**src/rtl/stws_pkg.sv**
```systemverilog
// Package for the weighted-selection sum tree.
// Holds sizes, item kind codes and the controller/datapath command and status words.
// No dependencies.
package stws_pkg;

    // Tree geometry.
    localparam int MAX_LEAVES = 1024;
    localparam int LEVEL_MAX  = $clog2(MAX_LEAVES);
    localparam int TREE_DEPTH = 2 * MAX_LEAVES;
    localparam int ADDR_W     = $clog2(TREE_DEPTH);

    // Field widths.
    localparam int KIND_W  = 2;
    localparam int LEAF_W  = 10;
    localparam int RANK_W  = 32;
    localparam int AMT_W   = 16;
    localparam int DATA_W  = 32;
    localparam int LVL_W   = 4;
    localparam int PASS_W  = 37;

    // Item kinds; the fourth code does nothing but report the total.
    localparam logic [KIND_W-1:0] KIND_ADD   = 2'd0;
    localparam logic [KIND_W-1:0] KIND_TAKE  = 2'd1;
    localparam logic [KIND_W-1:0] KIND_CLEAR = 2'd2;

    // Commands from the controller to the datapath.
    typedef struct packed {
        logic accept;
        logic step;
        logic sweep;
    } t_dp_cmd;

    // Status from the datapath to the controller.
    typedef struct packed {
        logic l_zero;
        logic walk_last;
        logic sweep_last;
    } t_dp_sts;

endpackage

```
**src/rtl/stws_ctrl.sv**
```systemverilog
// Controller state machine for the weighted-selection sum tree.
// Depends on stws_pkg for the command and status words and the kind codes.
module stws_ctrl (
    input  logic                          i_clk,
    input  logic                          i_rst_n,
    input  logic                          start,
    input  logic [stws_pkg::KIND_W-1:0]   i_kind,
    input  stws_pkg::t_dp_sts             i_sts,
    output stws_pkg::t_dp_cmd             o_cmd,
    output logic                          busy,
    output logic                          o_done
);
    import stws_pkg::*;

    typedef enum logic [4:0] {
        ST_IDLE  = 5'b00001,
        ST_WALK  = 5'b00010,
        ST_DONE  = 5'b00100,
        ST_CLEAR = 5'b01000,
        ST_INIT  = 5'b10000
    } t_state;

    t_state r_state;
    t_state n_state;

    // Next state and datapath commands.
    always_comb begin
        n_state      = r_state;
        o_cmd        = '0;
        unique case (r_state)
            ST_IDLE: begin
                if (start) begin
                    o_cmd.accept = 1'b1;
                    if (i_kind == KIND_CLEAR) begin
                        n_state = ST_CLEAR;
                    end else if ((i_kind == KIND_ADD || i_kind == KIND_TAKE) &&
                                 !i_sts.l_zero) begin
                        n_state = ST_WALK;
                    end else begin
                        n_state = ST_DONE;
                    end
                end
            end
            ST_WALK: begin
                o_cmd.step = 1'b1;
                if (i_sts.walk_last) begin
                    n_state = ST_DONE;
                end
            end
            ST_CLEAR: begin
                o_cmd.sweep = 1'b1;
                if (i_sts.sweep_last) begin
                    n_state = ST_DONE;
                end
            end
            ST_INIT: begin
                o_cmd.sweep = 1'b1;
                if (i_sts.sweep_last) begin
                    n_state = ST_IDLE;
                end
            end
            ST_DONE: begin
                n_state = ST_IDLE;
            end
            default: begin
                n_state = ST_INIT;
            end
        endcase
    end

    // State register; reset starts the zeroing pass over the memory.
    always_ff @(posedge i_clk) begin
        if (!i_rst_n) begin
            r_state <= ST_INIT;
        end else begin
            r_state <= n_state;
        end
    end

    assign busy   = (r_state != ST_IDLE);
    assign o_done = (r_state == ST_DONE);

endmodule

```
**config.mk**
```make
export PLATFORM = sky130hd
export DESIGN_NAME = stws_ctrl
export DESIGN_NICKNAME = d
export VERILOG_FILES = /design/src/rtl/stws_pkg.sv /design/src/rtl/stws_ctrl.sv
export SDC_FILE = /design/constraint.sdc
export NUM_CORES = 1
export LEC_CHECK = 0
export BUFFER_PORTS_ARGS = -buffer_cell sky130_fd_sc_hd__buf_2
export CAP_MARGIN = 25
export CORE_AREA = 4 4 41 43
export CTS_CLUSTER_SIZE = 12
export DETAILED_ROUTE_END_ITERATION = 10
export DIE_AREA = 0 0 45 47
export GPL_ROUTABILITY_DRIVEN = 0
export GPL_TIMING_DRIVEN = 0
export PLACE_DENSITY = 0.58
export SETUP_SLACK_MARGIN = 0.15
export SLEW_MARGIN = 40
export SYNTH_ARGS = -nofsm -noshare
export SYNTH_HDL_FRONTEND = slang
export SYNTH_SLANG_ARGS = --single-unit
```
**constraint.sdc**
```tcl
create_clock -name i_clk -period 1.95 [get_ports i_clk]
set_clock_uncertainty 0.2 [all_clocks]
set_input_delay 0 -clock i_clk [delete_from_list [all_inputs] [get_ports i_clk]]
set_output_delay 0 -clock i_clk [all_outputs]
set_load 0.02 [all_outputs]
```
==> qor.csv <==
stage;metric;value;unit
sta;hold_viol_final;0;
setup_path;critPathTopFamily;buffers and inverters;
layout;drive_gt1_share;33.8;%
power;p_seq_share;33.4;%
power;p_clk_share;36.2;%
yosys;synth-seq-cells;5;
sta;rsz0062_at_grt;false;
power;power.density;578;nW/µm²
power;leakagePower;0.267;nW
floorplanning;die_height;47;µm
grt;grt_overflow;0;
setup_path;rr_endpoint;r_state[3]$_SDFFE_PN0P_;
sta;setup_tns;0;ns
layout;regMostFlops;r_state;
yosys;synth_ff_type;dfxtp_1;
setup_path;worstPathArrival;1.55;ns
setup_path;cp-start-kind;input port;
power;swShare;30.4;%
layout;largest_register_ffs;5;
floorplanning;start_util;31.7;%
placement;dp_cells;78;
clock_tree;cts_buffers;3;
setup_path;crit_required;1.92;ns
drt;drt_pass1_iterations;4;
yosys;synth_largest_area_cell;dfxtp_1;
yosys;synth_top_cell_area_share;24.2;%
setup_path;ff2ff_path_depth;3;
grt;grt_max_degree;11;
floorplanning;die_w;45;µm
yosys;yosysMostFrequentCell;nor2_1;
run_status;status;finished, final reports clean;
power;combPwrFrac;30.4;%
hold_path;min_to;r_state[2]$_SDFFE_PN0P_;
clock_tree;clk_path_buf_depth;2;
setup_path;crit_chain;dlygate4sd3_1 -> buf_2 -> nor2_1 -> dlygate4sd3_1 -> a31oi_1 -> nor3b_1;
clock_tree;cts_resized;0;
sta;fin_crit;1.58;ns
grt;grt_pass1_vias;380;
setup_path;cp_slowest_cell;dlygate4sd3_1;
setup_path;worst_path_most_repeated_cell;dlygate4sd3_1;
yosys;synth_cell_types;31;
yosys;yosysSeqAreaShare;24.2;%
clock_tree;clock_sinks;5;
clock_tree;htree_num_levels;1;
sta;worst_pin_slew;0.263;ns
placement;io_buffer_count;12;
yosys;synth_nets;59;
layout;area_delta_synth_final;42.4;%
placement;dp_hpwl;715;µm
drt;wl_per_cell;11.5;µm
power;peakVddDrop;0.000289;V
floorplanning;coreArea;1300;µm²
hold_path;min_from;i_kind[0];
clock_tree;path_clk_slew;0.04;ns
power;power.total;0.000340;W
drt;ant_nets;0;
yosys;yosysWarnings;0;
drt;vias_per_cell;5.07;
sta;period_share;81.1;%
layout;finalInstanceArea;588;µm²
clock_tree;cts_root_buf;clkbuf_4;
sta;setup_viol;0;
layout;largestRegisters;r_state (5);
setup_path;r2r-start;r_state[0]$_SDFFE_PN0P_;
sta;setup_ws;0.368;ns
yosys;synth_cells;51;
job;maxCapViolations;0;
sta;relSlewSlack;82.4;%
setup_path;end_kind;flip-flop;
drt;vias;451;
setup_path;path_buf_inv;3;
layout;num_antenna_cells;0;
setup_path;rrSetupSlack;0.52;ns
floorplanning;num_rows;13;
grt;track_usage;11.2;%
placement;place_worst_setup_slack;0.525;ns
layout;final_cells;89;
grt;grt_antenna_before_repair;0;
layout;nets;83;
drt;drcViolationCount;0;
drt;totalWireLength;1020;µm
clock_tree;cts_setup_buffers;0;
setup_path;slowest_delay;0.55;ns
power;switchingPower;0.000103;W
yosys;synth_area;413;µm²
setup_path;cp_max_fo;2;
grt;grt_pass1_wl;1680;µm
yosys;avgSynthCellArea;8.10;µm²
yosys;postSynth.asyncResetShare;0;%
sta;fmax;0.632;GHz
floorplanning;die-area;2120;µm²
drt;drt_iter0_drc;8;
hold_path;hold_path.class;input port to flip-flop;
clock_tree;cts_tree;built;
yosys;ys_top_cells_by_area;dfxtp_1 24%, buf_6 5.5%, nor2_1 5.5%, nor3b_1 5.5%, a2111oi_2 3.6%;
yosys;synth_edf_count;0;
floorplanning;io_pins;13;
power;p_int;0.000236;W
sta;slew_violations;0;
clock_tree;clk_latency;0.25;ns
placement;placed_area;492;µm²
hold_path;hold_path_depth;4;
setup_path;critPathKind;input port to flip-flop;
yosys;synth_commonest_cells;6 x nor2_1, 5 x dfxtp_1, 3 x inv_1, 3 x nand2_1, 3 x nor3b_1;
[through the flow]
step / hold WS, ns / utilization, %
global placement: 0.0989 / 37.8
detailed placement: 0.102 / 37.8
CTS: 0.126 / 45.2
floorplan: -0.0598 / -
global route: 0.150 / 45.2
finish: 0.116 / 45.2
[worst register-to-register path, delay by kind of cell, from the launching register on]
family,cells,cell delay (ns)
flops,1,0.45
simple gates,2,0.42
compound gates,1,0.27
[routing by layer]
metal / GRT usage (%) / part of all wire, %
met5: 0 / 0
met4: 7.02 / 1.5
met3: 3.45 / 7.4
met2: 15.8 / 43
met1: 14.8 / 48
[layout make-up]
cell class	count	area, µm²
fill	140	713
multi-input combinational	40	274
timing repair buffer	19	130
sequential	5	100
buffer	3	27.5
clock buffer	4	26.3
tap	15	18.8
inverter	3	11.3
[cells in the final DEF, fill, tap and decap left out, types with 2 or more instances in the layout]
cell type      instances
o21ai_1                2
nand2_1                3
buf_6                  2
nor2b_1                2
a31oi_1                2
nor2_1                 6
clkbuf_4               3
buf_2                 13
dlygate4sd3_1          7
nor3b_1                3
inv_1                  3
dfxtp_1                5
nor3_1                 2
[worst max-delay path by stage]
stage | from | end | slack (ns) | cells past startpoint
after floorplan | r_state[3]$_SDFFE_PN0P_ | r_state[3]$_SDFFE_PN0P_ | 0.54 | 4
after global placement | r_state[2]$_SDFFE_PN0P_ | r_state[2]$_SDFFE_PN0P_ | 0.53 | 3
after detailed placement | r_state[2]$_SDFFE_PN0P_ | r_state[2]$_SDFFE_PN0P_ | 0.52 | 3
after CTS | i_sts[2] | r_state[1]$_SDFFE_PN0P_ | 0.40 | 6
after global routing | r_state[0]$_SDFFE_PN0P_ | o_cmd[2] | 0.26 | 4
final | i_sts[2] | r_state[1]$_SDFFE_PN0P_ | 0.37 | 6
[timing repair]
| item | CTS | global route |
|---|---|---|
| hold endpoints to repair | 5 | 0 |
| endpoints found under the setup margin | 0 | 0 |
| hold buffers | 7 | 0 |
[power groups by stage]
stage	clock, W	combinational (W)	sequential (W)
6_report	0.000123	0.000103	0.000114
5_1_grt	0.000135	0.000113	0.000114
4_1_cts	0.000125	0.000103	0.000113
3_5_place_dp	0	0.0000923	0.000115
3_3_place_gp	0	0.0000927	0.000115
2_1_floorplan	0	0.0000678	0.000114
[cell families (layout without fill, tap and decap cells)]
group	after synthesis	in the layout	share of synthesized area, %
AO/OA/AOI/OAI	12	12	22.4
multiplexers	1	1	2.73
buffers and inverters	6	29	9.39
AND/OR/NAND/NOR	26	26	39.1
XOR/XNOR	1	1	2.12
flip-flops	5	5	24.2
Note: power is estimated with default switching activity, not from simulation.
